===== src/rtl/gei_fifo.sv =====
// Small first-in first-out queue of flop entries.
// Generic; used between front and engine and on the result side.
`default_nettype none
module gei_fifo #(
  parameter int W     = 8,
  parameter int DEPTH = 2
) (
  input  wire logic         clk,
  input  wire logic         rst,
  input  wire logic         wr_en,
  input  wire logic [W-1:0] wr_data,
  output logic              full,
  input  wire logic         rd_en,
  output logic [W-1:0]      rd_data,
  output logic              empty
);
  localparam int PW = (DEPTH > 1) ? $clog2(DEPTH) : 1;
  localparam int CW = $clog2(DEPTH + 1);

  logic [W-1:0]  mem [DEPTH];
  logic [PW-1:0] wp;
  logic [PW-1:0] rp;
  logic [CW-1:0] count;
  logic          do_wr;
  logic          do_rd;

  assign full    = (count == CW'(DEPTH));
  assign empty   = (count == '0);
  assign do_wr   = wr_en & ~full;
  assign do_rd   = rd_en & ~empty;
  assign rd_data = mem[rp];

  // Advance pointers and count on each transfer
  always_ff @(posedge clk) begin
    if (rst) begin
      wp    <= '0;
      rp    <= '0;
      count <= '0;
    end else begin
      if (do_wr) wp <= (wp == PW'(DEPTH - 1)) ? '0 : PW'(wp + 1'b1);
      if (do_rd) rp <= (rp == PW'(DEPTH - 1)) ? '0 : PW'(rp + 1'b1);
      if (do_wr & ~do_rd) count <= CW'(count + 1'b1);
      else if (do_rd & ~do_wr) count <= CW'(count - 1'b1);
    end
  end

  always_ff @(posedge clk) begin
    if (do_wr) mem[wp] <= wr_data;
  end
endmodule
`default_nettype wire


===== config.mk =====
export PLATFORM = sky130hd
export DESIGN_NAME = gei_fifo
export DESIGN_NICKNAME = d
export VERILOG_FILES = /design/src/rtl/gei_fifo.sv
export SDC_FILE = /design/constraint.sdc
export NUM_CORES = 1
export LEC_CHECK = 0
export ABC_AREA = 1
export BUFFER_PORTS_ARGS = -buffer_cell sky130_fd_sc_hd__buf_4
export CORE_UTILIZATION = 49
export CTS_CLUSTER_SIZE = 40
export DETAILED_ROUTE_END_ITERATION = 7
export GPL_ROUTABILITY_DRIVEN = 0
export MAX_ROUTING_LAYER = met4
export PLACE_DENSITY_LB_ADDON = 0.2
export SLEW_MARGIN = 20
export SYNTH_ARGS = -nofsm -noshare
export SYNTH_HDL_FRONTEND = slang
export SYNTH_SLANG_ARGS = --single-unit

===== constraint.sdc =====
create_clock -name clk -period 1.6 [get_ports clk]
set_input_delay 0.08 -clock clk [delete_from_list [all_inputs] [get_ports clk]]
set_output_delay 0.08 -clock clk [all_outputs]
set_load 0.02 [all_outputs]

# Yosys cells after proc, flatten, opt, wreduce, memory -nomap -nowiden
# Memories as Yosys holds them, arrays and structs flattened. A register that Yosys moved wholly into a read port is not among the register bits.
# Cells that the tools add are included.
dict set report totals {
  register_bits 4
  latchBits 0
  ram_bits 16
  mem_bits_ro 0
  in_bits 12
  wordCells 27
  mem_count 1
}
dict set report op_classes {
  n_addsub 4
  n_mul 0
  n_div 0
  order_cmp 0
  eq_ne 1
  shifts 0
  n_mux 8
  bitwise_logic 8
  reduce_logical 2
}
# memory words width read_ports rd_ports_with_merged_regs wr line_no
set mem_list {}
lappend mem_list {mem 2 8 1 1 1 20} ;# logic [W-1:0] mem [DEPTH];
# op n
set op_table {}
lappend op_table {{$mux 1} 6}
lappend op_table {{$and 1x1->1} 4}
lappend op_table {{$mux 2} 2}
lappend op_table {{$not 1->1} 4}
lappend op_table {{$add 1x1->1 const B} 2}
lappend op_table {{$add 2x1->2 const B} 1}
lappend op_table {{$eq 2x2->1 const B} 1}
lappend op_table {{$logic_not 2->1} 1}
lappend op_table {{$reduce_bool 2->1} 1}
lappend op_table {{$sub 2x1->2 const B} 1}

# Depth between registers and ports, before layout
dict set report logic_depth {
  ltp_word 7
  mapped_depth 10
}

# Least setup slack after synthesis
# OpenSTA, ideal clock, no wires.
dict set report synth_timing {
  kind {register -> register}
  start {reg count[0]}
  end {mem mem[1][0], enable pin}
  setup_ns 0.370
  arrival_time_ns 0.951
  t_required_ns 1.230
  slack_ns 0.279
  path_stages_with_launch 3
  path_buffers 0
  period_less_slack_ns 1.321
  cell_sequence {dfxtp_1 o21ai_2 nor2_1}
}
dict set report synth_between {
  elab_chain_len 5
}
# item line_no
set synth_rtl {}
lappend synth_rtl {{from (decl)} 23} ;# logic [CW-1:0] count;
lappend synth_rtl {{from (signal assigned)} 42} ;# if (do_wr & ~do_rd) count <= CW'(count + 1'b1);
lappend synth_rtl {{from (signal assigned)} 43} ;# else if (do_rd & ~do_wr) count <= CW'(count - 1'b1);
lappend synth_rtl {{$eq 2x2->1} 27} ;# assign full = (count == CW'(DEPTH));
lappend synth_rtl {{$not 1->1} 29} ;# assign do_wr = wr_en & ~full;
lappend synth_rtl {{$and 1x1->1} 29}
lappend synth_rtl {{$mux 1} 48} ;# if (do_wr) mem[wp] <= wr_data;
lappend synth_rtl {{$mux 1 (implied by the code)} 48}
lappend synth_rtl {{to (decl)} 20}
# Every way passes these cells.

==> impl_metrics.py <==
metrics = {
    "run_status": {
        "outcome": "complete, no violations",
    },
    "cells_and_area": {
        "multi_input_area_um2": 209,
        "final_area_um2": 1120,
        "drive_gt1_frac": 0.406,
        "n_antenna_cell": 0,
        "nets": 110,
        "ff_latch_area_um2": 581,
        "syn_to_final_growth_pct": 35.5,
        "nFillCells": 125,
    },
    "route": {
        "drt-total-wl_um": 1300,
        "postRouteAntennaNets": 0,
        "drc_errors": 0,
        "drt_iter0_drc": 5,
        "wl_per_cell_um": 11.6,
        "vias": 550,
        "vias_per_cell": 4.91,
        "first_pass_iters": 4,
    },
    "cts": {
        "cts_setup_buffers": 0,
        "root_buffer": "clkbuf_4",
        "cts_buffer_depth": 2,
        "cts_sinks": 21,
        "path_clk_slew_ps": 100,
        "cts_buffers": 3,
        "ctsHoldBuffers": 8,
        "cts.repair.resized": 0,
        "cts_tree": "done",
        "h-tree-depth": 1,
        "clk_latency_ps": 290,
    },
    "synth": {
        "yosys_warnings": 0,
        "synthCells": 62,
        "ys_seq_elements": 21,
        "synth_cell_type_count": 16,
        "syn-cell-area_um2": 828,
        "yosysSeqAreaShare": 0.701,
        "avgSynthCellArea_um2": 13.4,
        "syn_nets": 75,
    },
    "placed_design": {
        "port_buffers": 21,
        "hpwl_um": 898,
        "post_dp_cell_area_um2": 1020,
    },
    "setup_path": {
        "required_ps": 1520,
        "slowest_stage": "dfxtp_1",
        "start_kind": "flop",
        "critPathKind": "flop to primary output",
        "endpoint_kind": "primary output",
        "path_cells": "mux2_2 -> buf_4",
        "path_delay_family": "flip-flops",
        "max_stage_delay_ps": 540,
        "worst-path-max-fanout": 8,
        "cp.buffers_inverters": 1,
        "arrival_ps": 1370,
    },
    "floorplanning": {
        "row_count": 14,
        "dieArea_um2": 1860,
        "io_pins": 22,
        "initial_core_util": 0.537,
        "fp.coreArea_um2": 1540,
        "die-width_um": 43.1,
        "fp.dieH_um": 43.1,
    },
    "sta": {
        "slew_violations": 0,
        "setup_viol": 0,
        "max_freq_mhz": 691,
        "post-route-period-util": 0.904,
        "hold_viol": 0,
        "grt_setup_unrepaired": "no",
        "maxSlewHeadroom": 0.768,
        "fin_crit_ps": 1450,
        "fin_skew_ps": 2.34,
        "holdWs_ps": 55.6,
        "tightestPinTransition_ps": 347,
        "tns_ps": 0,
    },
    "pwr": {
        "cellLeakagePower_nw": 0.467,
        "p_per_area_nw_per_um2": 1430,
        "vdd_drop_max_v": 0.000943,
        "p_seq_frac": 0.481,
        "power_mw": 1.61,
        "clock_power_share": 0.148,
        "swShare": 0.329,
        "p_int_mw": 1.08,
        "p_sw_uw": 529,
        "power_frac_comb": 0.371,
    },
    "worst_hold_path": {
        "hold_path.class": "input pin to flop",
    },
    "grt": {
        "grt_util_all_layers": 0.166,
        "grt_max_degree": 12,
        "antenna_found_initial": 0,
        "gr-total-overflow": 0,
        "grt_pass1_wl_um": 2180,
        "first_global_vias": 524,
    },
    "job": {
        "cap_violations": 0,
    },
}
-- worst reg2reg max path: cells and delay by family, from the launching register on --
kind	cells	cell delay [ps]
adder cells (fa/ha/maj)	1	260
AND/OR/NAND/NOR	3	220
buffers and inverters	4	290
flip-flops	1	410
AO/OA/AOI/OAI	1	190
-- cells in the final DEF, fill, tap and decap left out --
master	count
buf_4	23
edfxtp_1	16
nor2_1	9
mux2_2	8
dlygate4sd3_1	8
inv_1	7
dfxtp_1	5
nand2_1	4
clkbuf_4	3
o21ai_2	2
inv_2	2
o21ai_0	2
and2_4	1
o21ai_1	1
nand3_1	1
nand4_1	1
a21oi_1	1
ha_1	1
clkbuf_1	1
-- logic make-up (layout without fill, tap and decap cells) --
kind of cell    count (synthesis)  in the layout  share of synthesized area
buf+inv                        10             44                     0.0468
fa+ha+maj                       1              1                     0.0151
simple gates                   16             16                     0.0831
flops                          21             21                      0.701
compound gates                  6              6                     0.0453
mux                             8              8                      0.109
-- layer usage --
metal / part of all wire / global-route usage / vias to the layer above
li1: - / - / 280
met3: 0.043 / 0.0426 / 2
met2: 0.53 / 0.272 / 15
met5: 0 / - / -
met1: 0.41 / 0.192 / 253
met4: 0.015 / 0.0727 / 0
-- layout make-up --
type	count	area share
clock buffer	4	0.0234
inverter	9	0.0301
multi-input combinational	31	0.186
sequential	21	0.517
tap	16	0.0178
timing repair buffer	31	0.225
-- per-stage QoR --
| step | utilization | instances | worst slack (ps) |
|---|---|---|---|
| after floorplan | - | 62 | 279 |
| after global routing | 0.728 | 112 | 33.2 |
| after CTS | 0.728 | 112 | 135 |
| after global placement | 0.659 | 100 | 269 |
| final | 0.728 | 112 | 153 |
| after detailed placement | 0.659 | 100 | 189 |
-- state kept, by name (all words and copies together) (netlist names), named ones only --
signal / cells
wp: 1
mem: 16
count: 2
rp: 1
-- Yosys cell counts (all sizes together) --
master | number | area share
and2 | 1 | 0.011
nand4 | 1 | 0.0076
dfxtp | 5 | 0.12
buf | 1 | 0.0060
ha | 1 | 0.015
nor2 | 9 | 0.041
a21oi | 1 | 0.0060
nand2 | 4 | 0.018
nand3 | 1 | 0.0060
o21ai | 5 | 0.039
inv | 9 | 0.041
mux2 | 8 | 0.11
edfxtp | 16 | 0.58
-- power groups by stage --
stage	Combinational [mW]	Sequential [mW]	Clock (mW)
after CTS	0.601	0.773	0.245
after floorplan	0.402	0.753	0
after detailed placement	0.584	0.787	0
after global routing	0.649	0.789	0.267
after global placement	0.571	0.780	0
final	0.596	0.772	0.238
-- worst paths after layout --
path	from	endpoint	slack [ps]	depth (start not counted)
worst min-delay path	rst	count[1]	60	4
worst max-delay path	flop	rd_data[4]	150	2
worst max register to register	count[1]	count[1]	180	9
worst min register to register	wp	wp	510	2
Note: power is estimated with default switching activity, not from simulation.
