===== src/rtl/gei_pkg.sv =====
// Shared types and constants of the grid edge range index.
// Used by gei_front, gei_engine, the top level and the checkers; depends on nothing.
`default_nettype none
package gei_pkg;

  typedef enum logic [1:0] {
    ACT_CLEAR  = 2'd0,
    ACT_INSERT = 2'd1,
    ACT_QUERY  = 2'd2,
    ACT_NONE   = 2'd3
  } action_t;

  localparam logic [1:0] ST_OK       = 2'd0;
  localparam logic [1:0] ST_OVERFLOW = 2'd1;
  localparam logic [1:0] ST_FULL     = 2'd2;

  localparam logic [1:0] CFG_ORIGIN_X = 2'd0;
  localparam logic [1:0] CFG_ORIGIN_Y = 2'd1;
  localparam logic [1:0] CFG_WIDTH    = 2'd2;
  localparam logic [1:0] CFG_HEIGHT   = 2'd3;

  localparam logic [15:0] EDGE_MAX = 16'hFFFF;
  // Cell bounds travel at this width; covers a grid side up to 511
  localparam int COORD_W = 9;

  typedef struct packed {
    logic [15:0] chain;
    logic [15:0] start;
    logic [15:0] stop;
  } slot_t;

  typedef struct packed {
    action_t             action;
    logic                span_empty;
    logic [COORD_W-1:0]  x0;
    logic [COORD_W-1:0]  x1;
    logic [COORD_W-1:0]  y0;
    logic [COORD_W-1:0]  y1;
    logic [15:0]         chain_id;
    logic [15:0]         edge_index;
  } cmd_t;

  typedef struct packed {
    logic        has_entry;
    logic [15:0] found_chain;
    logic [15:0] range_start;
    logic [15:0] range_end;
    logic        last;
    logic [1:0]  status;
  } result_t;

endpackage
`default_nettype wire


===== src/rtl/gei_front.sv =====
// Front end: accepts items and turns the two points into clamped cell bounds.
// Uses gei_pkg; feeds the command queue in front of the engine.
`default_nettype none
module gei_front #(
  parameter int GRID_SIDE = 32
) (
  input  wire logic                clk,
  input  wire logic                rst,
  input  wire logic                push,
  output logic                     full,
  input  wire logic [1:0]          action,
  input  wire logic signed [23:0]  point_a_x,
  input  wire logic signed [23:0]  point_a_y,
  input  wire logic signed [23:0]  point_b_x,
  input  wire logic signed [23:0]  point_b_y,
  input  wire logic [15:0]         chain_id,
  input  wire logic [15:0]         edge_index,
  input  wire logic signed [17:0]  origin_x,
  input  wire logic signed [17:0]  origin_y,
  input  wire logic [5:0]          size_x,
  input  wire logic [5:0]          size_y,
  output gei_pkg::cmd_t            cmd,
  output logic                     cmd_push,
  input  wire logic                cmd_full
);
  import gei_pkg::*;

  localparam logic signed [20:0] SIDE_L = 21'(GRID_SIDE);

  // Stage 1: raw item
  logic               s1_v;
  action_t            s1_act;
  logic signed [23:0] s1_ax, s1_ay, s1_bx, s1_by;
  logic [15:0]        s1_chain, s1_edge;
  // Stage 2: unclamped bounds
  logic               s2_v;
  action_t            s2_act;
  logic signed [20:0] s2_x0, s2_x1, s2_y0, s2_y1;
  logic [15:0]        s2_chain, s2_edge;

  logic               s2_free, s1_move, accept;
  logic signed [20:0] lo_x, hi_x, lo_y, hi_y;
  logic signed [20:0] lim_x, lim_y;
  logic signed [20:0] c0x, c1x, c0y, c1y;

  function automatic logic signed [20:0] lo_cell(
    input logic signed [23:0] a, input logic signed [23:0] b,
    input logic signed [17:0] org
  );
    logic signed [23:0] lo;
    logic signed [17:0] fl;
    lo = (a < b) ? a : b;
    fl = lo[23:6];
    return {{3{fl[17]}}, fl} - {{3{org[17]}}, org};
  endfunction

  function automatic logic signed [20:0] hi_cell(
    input logic signed [23:0] a, input logic signed [23:0] b,
    input logic signed [17:0] org
  );
    logic signed [23:0] hi;
    logic signed [24:0] sum;
    hi  = (a < b) ? b : a;
    sum = {hi[23], hi} + 25'sd63;
    return {{2{sum[24]}}, sum[24:6]} - {{3{org[17]}}, org};
  endfunction

  assign s2_free  = ~s2_v | ~cmd_full;
  assign s1_move  = s1_v & s2_free;
  assign full     = s1_v & ~s2_free;
  assign accept   = push & ~full;
  assign cmd_push = s2_v;

  // Clamp against the used grid size
  assign lim_x = (21'(size_x) > SIDE_L) ? SIDE_L : 21'(size_x);
  assign lim_y = (21'(size_y) > SIDE_L) ? SIDE_L : 21'(size_y);
  assign lo_x  = s2_x0;
  assign hi_x  = s2_x1;
  assign lo_y  = s2_y0;
  assign hi_y  = s2_y1;
  assign c0x   = (lo_x < 0) ? '0 : lo_x;
  assign c1x   = (hi_x > lim_x) ? lim_x : hi_x;
  assign c0y   = (lo_y < 0) ? '0 : lo_y;
  assign c1y   = (hi_y > lim_y) ? lim_y : hi_y;

  always_comb begin
    cmd.action     = s2_act;
    cmd.span_empty = (c1x <= c0x) | (c1y <= c0y);
    cmd.x0         = c0x[COORD_W-1:0];
    cmd.x1         = c1x[COORD_W-1:0];
    cmd.y0         = c0y[COORD_W-1:0];
    cmd.y1         = c1y[COORD_W-1:0];
    cmd.chain_id   = s2_chain;
    cmd.edge_index = s2_edge;
  end

  // Advance stage valids
  always_ff @(posedge clk) begin
    if (rst) begin
      s1_v <= 1'b0;
      s2_v <= 1'b0;
    end else begin
      if (s1_move | ~s1_v) s1_v <= accept;
      if (s2_free) s2_v <= s1_move;
    end
  end

  // Stage payloads
  always_ff @(posedge clk) begin
    if (accept) begin
      s1_act   <= action_t'(action);
      s1_ax    <= point_a_x;
      s1_ay    <= point_a_y;
      s1_bx    <= point_b_x;
      s1_by    <= point_b_y;
      s1_chain <= chain_id;
      s1_edge  <= edge_index;
    end
    if (s1_move) begin
      s2_act   <= s1_act;
      s2_x0    <= lo_cell(s1_ax, s1_bx, origin_x);
      s2_x1    <= hi_cell(s1_ax, s1_bx, origin_x);
      s2_y0    <= lo_cell(s1_ay, s1_by, origin_y);
      s2_y1    <= hi_cell(s1_ay, s1_by, origin_y);
      s2_chain <= s1_chain;
      s2_edge  <= s1_edge;
    end
  end
endmodule
`default_nettype wire


===== config.mk =====
export PLATFORM = sky130hd
export DESIGN_NAME = gei_front
export DESIGN_NICKNAME = d
export VERILOG_FILES = /design/src/rtl/gei_pkg.sv /design/src/rtl/gei_front.sv
export SDC_FILE = /design/constraint.sdc
export NUM_CORES = 1
export LEC_CHECK = 0
export BUFFER_PORTS_ARGS = -buffer_cell sky130_fd_sc_hd__buf_2
export CAP_MARGIN = 15
export CORE_AREA = 2 2 191 193
export CTS_BUF_LIST = sky130_fd_sc_hd__clkbuf_4
export CTS_CLUSTER_DIAMETER = 50
export DETAILED_ROUTE_END_ITERATION = 8
export DIE_AREA = 0 0 193 195
export PLACE_DENSITY = 0.65
export SLEW_MARGIN = 20
export SYNTH_ARGS = -nofsm -noshare
export SYNTH_HDL_FRONTEND = slang
export SYNTH_SLANG_ARGS = --single-unit

===== constraint.sdc =====
create_clock -name clk -period 10.7 [get_ports clk]
set_input_delay 2.675 -clock clk [delete_from_list [all_inputs] [get_ports clk]]
set_output_delay 2.675 -clock clk [all_outputs]
set_load 0.01 [all_outputs]

Yosys cells after proc, flatten, opt, wreduce, memory -nomap -nowiden. Index checks and enable logic that the tools add are counted. Widths: inputs -> output; s select.

Output and inout port bits: 73. Register bits: 246. Input bits: 182. Word-level logic and storage cells: 53.

Bitwise operators: 11. $lt $le $gt $ge: 10. $add $sub $neg: 6. Muxes and demuxes: 10.

Operators with widths (count): $mux 24 (4); $mux 21 (4); $add 24x7->25 const B (2); $lt 24x24->1 (2); $gt 21x7->1 (2); $le 21x21->1 (2); $sub 19x18->20 (2); $lt 19x1->1 const B (2); $sub 18x18->19 (2); $gt 6x6->1 const B (2); $mux 6 (2); $not 1->1 (5); $and 1x1->1 (3); $or 1x1->1 (3).

Depth between registers and ports, before layout. Gate-level depths: netlist of the first run.

Depth in word-level cells: 6. Gate-level depth with buffers: 26. Gate-level depth less buffers: 24.

Worst setup path before layout of the first run. No wires, ideal clock.

Path type: input to register. Start point: input cmd_full. End point: register s2_x1[0] (netlist: hi_x[0]) (enable). Path buffers: 0. Arrival time: 10.782 ns. Setup time: 0.753 ns. Data required time: 9.947 ns. Setup slack: -0.834 ns. Stages: 1. Path through: a21boi_0.

Word-level cells in the longest chain between the ends: 3.

RTL lines: start: declaration (RTL line gei_front.sv:24) `input wire logic cmd_full`; $not 1->1 (RTL line gei_front.sv:68) `assign s2_free = ~s2_v | ~cmd_full;`; $or 1x1->1 (RTL line gei_front.sv:68); $and 1x1->1 (RTL line gei_front.sv:69) `assign s1_move = s1_v & s2_free;`; end signal: assignment (RTL line gei_front.sv:122) `s2_x1 <= hi_cell(s1_ax, s1_bx, origin_x);`; end: declaration (RTL line gei_front.sv:38) `logic signed [20:0] s2_x0, s2_x1, s2_y0, s2_y1;`.

Every way passes these cells. A chain may end at the register's enable or synchronous reset.

==> flow_summary_export.csv, run 1 <==
group,metric,value,unit
global_routing,antenna_found_initial,8,
clocking,root_buffer,"clkbuf_4",
die,die_w,193,um
synth,synth_ff_type,"edfxtp_1",
sta,slew_headroom,0.369,
worst_setup_path,cp_max_fo,20,
synth,synth-edff-count,242,
placement,dp_hpwl,29.8,mm
sta,max_clock_freq,0.0994,GHz
worst_setup_path,r2r_setup_slack,4.35,ns
global_routing,grt_pass1_wl,58.8,mm
global_routing,grt_max_degree,79,
die,coreArea,35400,um^2
clocking,cts_tree,"done",
final_layout,final_layout_size_suffix_gt1_frac,0.230,
clocking,clkTransAtPathRegs,0.07,ns
detailed_routing,wl,37.1,mm
worst_hold_path,hold_depth,0,
final_layout,instances_no_fill,2267,
worst_hold_path,whs_endpoint,"s2_edge[8]",
synth,synthDistinctLibCells,78,
sta,finalSetupTns,0,ns
worst_hold_path,hp-class,"reg -> reg",
worst_setup_path,rr_worst_depth,21,
worst_setup_path,arrival,7.38,ns
clocking,hold_buffers,0,
detailed_routing,drt-initial-drc-count,671,
synth,syn_area,15800,um^2
power,p_per_area,154,nW/um^2
detailed_routing,route.detailed.drc,0,
worst_setup_path,critPathKind,"in -> out",
synth,async_flop_share,0,
sta,slew_viol_final,0,
clocking,h-tree-depth,2,
sta,fin_crit_sh,0.940,
detailed_routing,drt-wirelength-per-cell,16.4,um
worst_setup_path,worstSetupStartpointType,"primary input",
placement,dp_worst_setup_slack,0.620,ns
synth,yosys_warnings,0,
power,peakVddDrop,0.151,mV
sta,min_period,10.06,ns
final_layout,fillers,3229,
detailed_routing,viasPerCell,5.21,
die,pin_count,255,
die,die_h,195,um
sta,layout_setup_ws,0.640,ns
clocking,cts.sinks,244,
die,fp.dieArea,37600,um^2
final_layout,nets,2111,
clocking,cts_buffers,59,
placement,io_buffers,254,
clocking,cts_resized,0,
worst_setup_path,required,8.03,ns
sta,rsz0062_at_grt,"false",
sta,fin_worst_skew,0.0329,ns
global_routing,grt_remaining_overflow,0,
detailed_routing,vias,11800,
placement,gp_congestion,0.876,
synth,syn_inst,1460,
detailed_routing,first_pass_iters,5,
synth,avgSynthCellArea,10.8,um^2
sta,finalSetupViolCount,0,
detailed_routing,ant_nets,0,
worst_hold_path,holdCritStartpoint,"s1_edge[8]",
die,num_rows,69,
sta,timing_hold_violations_final,0,
synth,yosysSeqAreaShare,0.463,
global_routing,grt_pass1_vias,11600,
worst_setup_path,r2r-start,"s1_ax[23]",
clocking,cts_setup_buffers,0,
worst_setup_path,r2r_end,"lo_x[16]",
final_layout,layout_common_cells,"buf_2 (254), edfxtp_1 (242), ha_1 (168), inv_1 (142), nand2_1 (87)",
job,max-cap-violations,0,
die,initial_core_util,0.446,
synth,ys_ff_latch,244,
global_routing,grt_use_total,0.198,
final_layout,area_growth,16.8,%
synth,synthesis.nets,1814,
clocking,clock_latency,0.73,ns
placement,dp.cells,2157,
clocking,clock_path_buffers,3,
run_status,status,"finished clean",
power,leakage,8.00,nW
worst_setup_path,worstSetupEndpointType,"primary output",
final_layout,layout_commonest_cell,"buf_2",
sta,worst-slew-pin-transition,0.946,ns
## per-layer routing
layer	track usage	vias up	routed length [um]
li1	-	5998	-
met1	0.290	5411	18000
met2	0.287	331	15600
met3	0.0474	60	2510
met4	0.0634	6	942
met5	0	-	33
## worst max-delay path: stages
cell,delay (ns)
buf_2,0.10
inv_1,0.16
nand2_1,0.10
ha_1,0.30
nor2b_1,0.14
o21a_1,0.16
o21ai_0,0.15
nand2b_1,0.07
a21oi_1,0.14
nor2b_1,0.06
o22ai_1,0.17
a41o_1,0.55
o21ai_0,0.26
ha_1,0.35
nor2b_1,0.13
o21a_1,0.17
o21a_1,0.16
o21a_1,0.15
o21ai_0,0.17
nand2_1,0.08
a21o_1,0.18
a21o_1,0.17
a221oi_1,0.44
a211o_1,0.19
buf_2,0.13
## cells in the mapped netlist (3+ instances only)
cell,number,share of area
edfxtp_1,242,0.46
ha_1,168,0.13
inv_1,142,0.034
nand2_1,87,0.021
xnor2_1,83,0.046
a21oi_1,80,0.025
nor2_1,78,0.019
o21ai_0,70,0.022
nand2b_1,48,0.019
nand3_1,37,0.012
and2_1,36,0.014
nor3_1,33,0.010
mux2_2,30,0.021
a21o_1,27,0.013
a211oi_1,21,0.010
nor2b_1,18,0.0071
o21a_1,18,0.0086
and3_1,17,0.0067
nand4_1,17,0.0067
xor2_1,17,0.0094
nor4_1,15,0.0059
a31oi_1,14,0.0055
clkbuf_1,13,0.0031
mux2i_1,11,0.0070
o31ai_1,10,0.0048
o211ai_1,9,0.0043
o21bai_1,9,0.0043
a21boi_0,8,0.0038
buf_2,8,0.0025
or3_1,8,0.0032
or2_2,7,0.0028
a31oi_2,4,0.0032
a41o_1,4,0.0025
fa_1,4,0.0051
o21ai_1,4,0.0013
a2111oi_0,3,0.0017
a41oi_1,3,0.0017
and4_1,3,0.0017
o22ai_1,3,0.0012
## kinds of logic (layout without fill, tap and decap cells)
family / count (synthesis) / after routing / share of synthesized area
and+or+nand+nor: 422 / 422 / 0.141
AOI/OAI and AO/OA: 313 / 313 / 0.133
DFF: 244 / 244 / 0.463
adders and majority gates: 172 / 172 / 0.138
buffers and inverters: 168 / 509 / 0.0417
xor gates and xnor gates: 100 / 100 / 0.0554
muxes: 41 / 41 / 0.0284
other: 0 / 5 / 0
## per-stage QoR
step | hold WS (ns) | total power, mW | area, um^2 | utilization
4_1_cts | 0.381 | 2.87 | 18400 | 0.521
3_5_place_dp | 0.405 | 2.05 | 17600 | 0.498
3_3_place_gp | 0.400 | 2.03 | 17600 | 0.498
5_1_grt | 0.400 | 3.02 | 18500 | 0.521
2_1_floorplan | 0.400 | 1.82 | 15800 | -
6_report | 0.396 | 2.83 | 18500 | 0.521
## power breakdown
part           internal (mW)  switching [mW]  total (mW)
Sequential              1.17          0.0480        1.22
Clock                  0.426           0.373       0.799
Combinational          0.353           0.462       0.815
## sequential cells by signal (all words and copies together), names as in the netlist
| signal | flops |
|---|---|
| s2_edge | 16 |
| s1_edge | 16 |
| s1_act | 2 |
| s1_ax | 24 |
| hi_y | 20 |
| s2_act | 2 |
| lo_x | 19 |
| s1_v | 1 |
| s2_chain | 16 |
| s1_ay | 24 |
| s1_chain | 16 |
| s1_by | 24 |
| s1_bx | 24 |
| hi_x | 20 |
| lo_y | 19 |
| cmd_push | 1 |
## worst max-delay path by stage
stage / startpoint / to / slack [ns] / cells after the start
floorplan: size_y[5] / cmd[68] / 1.38 / 25
global placement: size_y[5] / cmd[68] / 0.64 / 25
detailed placement: size_y[5] / cmd[68] / 0.62 / 25
CTS: size_y[5] / cmd[68] / 0.60 / 25
global route: size_y[5] / cmd[68] / 0.27 / 25
finish: size_y[5] / cmd[68] / 0.64 / 25
## final cells by class
cell class | count | area [um^2] | share of cell area
antenna | 5 | 12.5 | 0.000678
clock inverter | 32 | 256 | 0.0139
clock buffer | 73 | 548 | 0.0297
timing repair buffer | 260 | 1340 | 0.0724
multi-input combinational | 1048 | 7880 | 0.427
tap | 461 | 577 | 0.0313
sequential | 244 | 7310 | 0.396
inverter | 144 | 541 | 0.0293
Power figures use the tool's default switching activity.
==> inputs of run 2 (changes only) <==
==> constraint.sdc (replaced) <==
create_clock -name clk -period 8.5 [get_ports clk]
set_input_delay 2.125 -clock clk [delete_from_list [all_inputs] [get_ports clk]]
set_output_delay 2.125 -clock clk [all_outputs]
set_load 0.01 [all_outputs]
==> flow_summary_export.csv, run 2 (synthesis gave the netlist of run 1 again) <==
group,metric,value,unit
die,coreArea,35400,um^2
die,initial_core_util,0.446,
final_layout,nets,2123,
power,peakVddDrop,0.138,mV
clocking,cts_buffers,60,
detailed_routing,vias,11900,
die,pin_count,255,
worst_setup_path,r2r-start,"s1_ax[23]",
die,num_rows,69,
run_status,status,"finished clean",
worst_setup_path,r2r_end,"hi_x[19]",
worst_setup_path,critPathKind,"in -> out",
worst_setup_path,cp_max_fo,5,
final_layout,layout_common_cells,"buf_2 (254), edfxtp_1 (242), ha_1 (168), inv_1 (142), nand2_1 (87)",
sta,finalSetupTns,0,ns
global_routing,antenna_found_initial,17,
power,leakage,8.06,nW
global_routing,grt_pass1_wl,59.3,mm
worst_setup_path,worstSetupEndpointType,"primary output",
final_layout,multi_input_area,7900,um^2
placement,gp_congestion,0.878,
detailed_routing,wl,37.4,mm
detailed_routing,route.detailed.drc,0,
sta,max_clock_freq,0.122,GHz
sta,min_period,8.17,ns
placement,dp_hpwl,29.8,mm
sta,rsz0062_at_grt,"false",
placement,postPlaceCellArea,17700,um^2
die,die_w,193,um
clocking,root_buffer,"clkbuf_4",
placement,dp.cells,2161,
worst_setup_path,rr_worst_depth,19,
global_routing,grt_use_total,0.199,
global_routing,grt_pass1_vias,11700,
die,fp.dieArea,37600,um^2
worst_setup_path,r2r_setup_slack,2.39,ns
power,p_per_area,192,nW/um^2
clocking,clock_latency,0.74,ns
final_layout,layout_commonest_cell,"buf_2",
sta,slew_viol_final,0,
final_layout,utilization,0.525,
detailed_routing,drt-wirelength-per-cell,16.3,um
worst_setup_path,crit_start,"size_y[5]",
worst_setup_path,crit_end,"cmd[68]",
sta,slew_headroom,0.471,
sta,fin_worst_skew,0.0673,ns
detailed_routing,drt-initial-drc-count,705,
final_layout,design_area,18600,um^2
final_layout,instances_no_fill,2289,
sta,finalSetupViolCount,0,
final_layout,seq_area,7310,um^2
clocking,cts.sinks,244,
sta,timing_hold_violations_final,0,
global_routing,grt_remaining_overflow,0,
final_layout,area_growth,17.6,%
global_routing,grt_max_degree,105,
detailed_routing,first_pass_iters,5,
power,total_power,3.57,mW
placement,io_buffers,254,
worst_setup_path,arrival,6.05,ns
final_layout,fillers,3234,
sta,worst-slew-pin-transition,0.792,ns
sta,fin_crit_sh,0.961,
final_layout,final_layout_size_suffix_gt1_frac,0.238,
detailed_routing,ant_nets,0,
clocking,cts_tree,"done",
worst_setup_path,required,6.38,ns
die,die_h,195,um
worst_setup_path,worstSetupStartpointType,"primary input",
job,max-cap-violations,0,
clocking,clock_path_buffers,3,
clocking,h-tree-depth,2,
clocking,clkTransAtPathRegs,0.07,ns
worst_hold_path,hp-class,"reg -> reg",
detailed_routing,viasPerCell,5.20,
run 2: metrics by stage:
stage	setup slack [ns]	hold WS (ns)
6_report	0.327	0.397
5_1_grt	0.00358	0.420
4_1_cts	0.0625	0.391
3_5_place_dp	-0.0648	0.405
3_3_place_gp	0.0254	0.401
2_1_floorplan	0.280	0.400
run 2: cell type report:
type | instances | share of cell area
well taps | 461 | 0.0310
multi-input cells | 1049 | 0.425
clock buffers | 78 | 0.0315
flip-flops and latches | 244 | 0.393
clock inverters | 31 | 0.0125
repair buffers | 270 | 0.0756
inverters | 144 | 0.0291
diodes | 12 | 0.00162
run 2: where the power goes:
group,internal [mW],switching (mW)
logic,0.453,0.584
clock network,0.531,0.474
registers,1.47,0.0599
total,2.46,1.12
run 2: worst max-delay path, stage by stage:
cell	delay, ns
buf_2	0.10
inv_1	0.06
nand2_1	0.06
ha_1	0.29
nor2b_1	0.14
o21a_1	0.16
o21ai_1	0.13
nand2b_1	0.08
a21oi_1	0.15
nor2b_1	0.07
o22ai_2	0.13
a41o_2	0.28
buf_4	0.13
o21ai_0	0.10
ha_1	0.22
a21o_1	0.15
a21o_1	0.17
a21o_1	0.16
a21o_1	0.17
a21oi_1	0.13
nand2_1	0.07
a21o_1	0.17
a21o_1	0.18
a221oi_2	0.20
buf_4	0.16
a211o_1	0.12
buf_2	0.13
run 2: how the worst min path moves through the flow:
stage	startpoint	endpoint	slack [ns]	cells after the start
global route	s1_edge[3]	s2_edge[3]	0.42	0
CTS	s1_edge[6]	s2_edge[6]	0.39	0
finish	s1_edge[6]	s2_edge[6]	0.40	0
detailed placement	s1_chain[0]	s2_chain[0]	0.40	0
global placement	s1_edge[8]	s2_edge[8]	0.40	0
floorplan	s1_act[0]	s2_act[0]	0.40	0
run 2: what timing repair did:
item,in CTS,in global routing
endpoints found under the setup margin,1,1
hold buffers,0,0
resized for setup,1,5
buffers inserted,0,6
pin swaps,0,2
gates cloned,0,1
run 2: layer usage:
layer | vias to the layer above | GRT usage | part of all wire
li1 | 6038 | - | -
met1 | 5450 | 0.288 | 0.48
met2 | 353 | 0.288 | 0.43
met3 | 62 | 0.0500 | 0.074
met4 | 8 | 0.0696 | 0.025
met5 | - | 0 | 0.0010
==> inputs of run 3 (changes only) <==
--- a/config.mk
+++ b/config.mk
@@ -7,12 +7,13 @@
 export LEC_CHECK = 0
 export BUFFER_PORTS_ARGS = -buffer_cell sky130_fd_sc_hd__buf_2
 export CAP_MARGIN = 15
-export CORE_AREA = 2 2 191 193
+export CORE_AREA = 2 2 136 270
 export CTS_BUF_LIST = sky130_fd_sc_hd__clkbuf_4
 export CTS_CLUSTER_DIAMETER = 50
 export DETAILED_ROUTE_END_ITERATION = 8
-export DIE_AREA = 0 0 193 195
+export DIE_AREA = 0 0 138 272
 export PLACE_DENSITY = 0.65
+export REMOVE_ABC_BUFFERS = 1
 export SLEW_MARGIN = 20
 export SYNTH_ARGS = -nofsm -noshare
 export SYNTH_HDL_FRONTEND = slang
==> flow_summary_export.csv, run 3 (synthesis gave the netlist of run 1 again) <==
group,metric,value,unit
clocking,h-tree-depth,2,
final_layout,final_layout_size_suffix_gt1_frac,0.234,
worst_hold_path,holdCritStartpoint,"s1_chain[6]",
final_layout,layout_common_cells,"buf_2 (254), edfxtp_1 (242), ha_1 (168), inv_1 (142), nand2_1 (87)",
detailed_routing,wl,41.2,mm
placement,gp_congestion,0.941,
global_routing,grt_max_degree,67,
sta,worst-slew-pin-transition,0.854,ns
global_routing,grt_use_total,0.216,
sta,layout_setup_ws,0.219,ns
power,peakVddDrop,0.112,mV
sta,fin_crit_sh,0.974,
die,initial_core_util,0.444,
clocking,clock_latency,0.76,ns
global_routing,grt_remaining_overflow,0,
detailed_routing,vias,12100,
global_routing,grt_pass1_vias,12800,
worst_setup_path,cp_max_fo,7,
detailed_routing,drt-initial-drc-count,524,
sta,min_period,8.28,ns
power,leakage,7.99,nW
detailed_routing,route.detailed.drc,0,
clocking,clock_path_buffers,3,
final_layout,utilization,0.518,
die,pin_count,255,
die,fp.dieArea,37500,um^2
sta,slew_viol_final,0,
final_layout,nets,2118,
worst_setup_path,worstSetupStartpointType,"primary input",
placement,dp_worst_setup_slack,-0.126,ns
sta,finalSetupViolCount,0,
global_routing,antenna_found_initial,7,
sta,slew_headroom,0.426,
worst_hold_path,hp-class,"reg -> reg",
run_status,status,"finished clean",
worst_setup_path,arrival,6.16,ns
die,coreArea,35600,um^2
detailed_routing,drt-wirelength-per-cell,18.2,um
power,p_per_area,189,nW/um^2
final_layout,area_growth,16.6,%
die,die_w,138,um
clocking,hold_buffers,0,
job,max-cap-violations,0,
worst_setup_path,critPathKind,"in -> out",
clocking,cts_setup_buffers,0,
worst_hold_path,hold_depth,0,
detailed_routing,ant_nets,0,
clocking,cts.sinks,244,
die,die_h,272,um
detailed_routing,viasPerCell,5.33,
die,num_rows,98,
sta,timing_hold_violations_final,0,
worst_setup_path,rr_worst_depth,19,
clocking,clkTransAtPathRegs,0.07,ns
worst_setup_path,r2r-start,"s1_ax[23]",
power,total_power,3.49,mW
clocking,cts_buffers,57,
worst_setup_path,worstSetupEndpointType,"primary output",
placement,io_buffers,254,
placement,dp_hpwl,33.3,mm
sta,max_clock_freq,0.121,GHz
clocking,cts_tree,"done",
clocking,root_buffer,"clkbuf_4",
global_routing,grt_pass1_wl,63.9,mm
final_layout,fillers,3300,
detailed_routing,first_pass_iters,5,
worst_setup_path,required,6.38,ns
sta,fin_worst_skew,0.0514,ns
final_layout,layout_commonest_cell,"buf_2",
worst_setup_path,crit_start,"size_y[5]",
## run 3: changes by cell type in the layout (fill, tap and decap cells not counted), sizes merged, moves of 2 or more
cell,before,now
bufinv,3,1
clkbuf,78,71
buf,270,268
diode,12,7
## run 3: final timing paths
kind | endpoint | slack, ns
max | cmd[68] | 0.22
min | s2_chain[6] | 0.41
max reg2reg | hi_x[19] | 1.93
min reg2reg | s2_chain[6] | 0.41
## run 3: routing by layer
metal | global-route usage | wire length [um] | up-vias
met5 | 0 | 0 | -
met4 | 0.170 | 3380 | 0
met3 | 0.0299 | 1540 | 147
met2 | 0.443 | 24000 | 348
met1 | 0.177 | 12300 | 5549
li1 | - | - | 6024
## run 3: final cells by class
type	count	area [um^2]	share of cell area
multi-input combinational	1049	7920	0.430
sequential	244	7310	0.397
timing repair buffer	268	1380	0.0747
tap	450	563	0.0306
inverter	144	541	0.0293
clock buffer	71	533	0.0289
clock inverter	30	168	0.00910
antenna	7	17.5	0.000951
## run 3: critical path, cell delays in order
cell and delay, ns:
buf_2 0.10, inv_1 0.06, nand2_1 0.07, ha_1 0.28
nor2b_1 0.14, o21a_1 0.18, o21ai_2 0.13, nand2b_1 0.08
a21oi_1 0.16, nor2b_1 0.09, o22ai_2 0.19, a41o_4 0.30
o21ai_0 0.13, ha_1 0.32, nor2b_1 0.14, o21a_1 0.16
o21a_1 0.17, o21a_1 0.18, o21ai_0 0.18, nand2_1 0.08
a21o_1 0.18, a21o_1 0.18, a221oi_2 0.23, a211o_1 0.16
buf_2 0.13
## run 3: power breakdown
part / leakage (nW) / switching [mW] / internal (mW)
clock network: 0.409 / 0.484 / 0.432
logic: 5.24 / 0.586 / 0.452
registers: 2.34 / 0.0630 / 1.47
## run 3: through the flow
stage,hold slack [ns],cells,TNS (ns),instance area (um^2)
2_1_floorplan,0.400,1436,-308.31,15700
3_3_place_gp,0.401,2154,-0.0252,17700
3_5_place_dp,0.405,2154,-0.126,17700
4_1_cts,0.412,2255,0,18400
5_1_grt,0.415,2263,-0.0231,18400
6_report,0.407,2263,0,18400
## run 3: timing repair
item	in CTS	in global routing
setup endpoints to repair	1	1
cloned	0	1
gates resized for setup	1	7
pin swaps	0	1
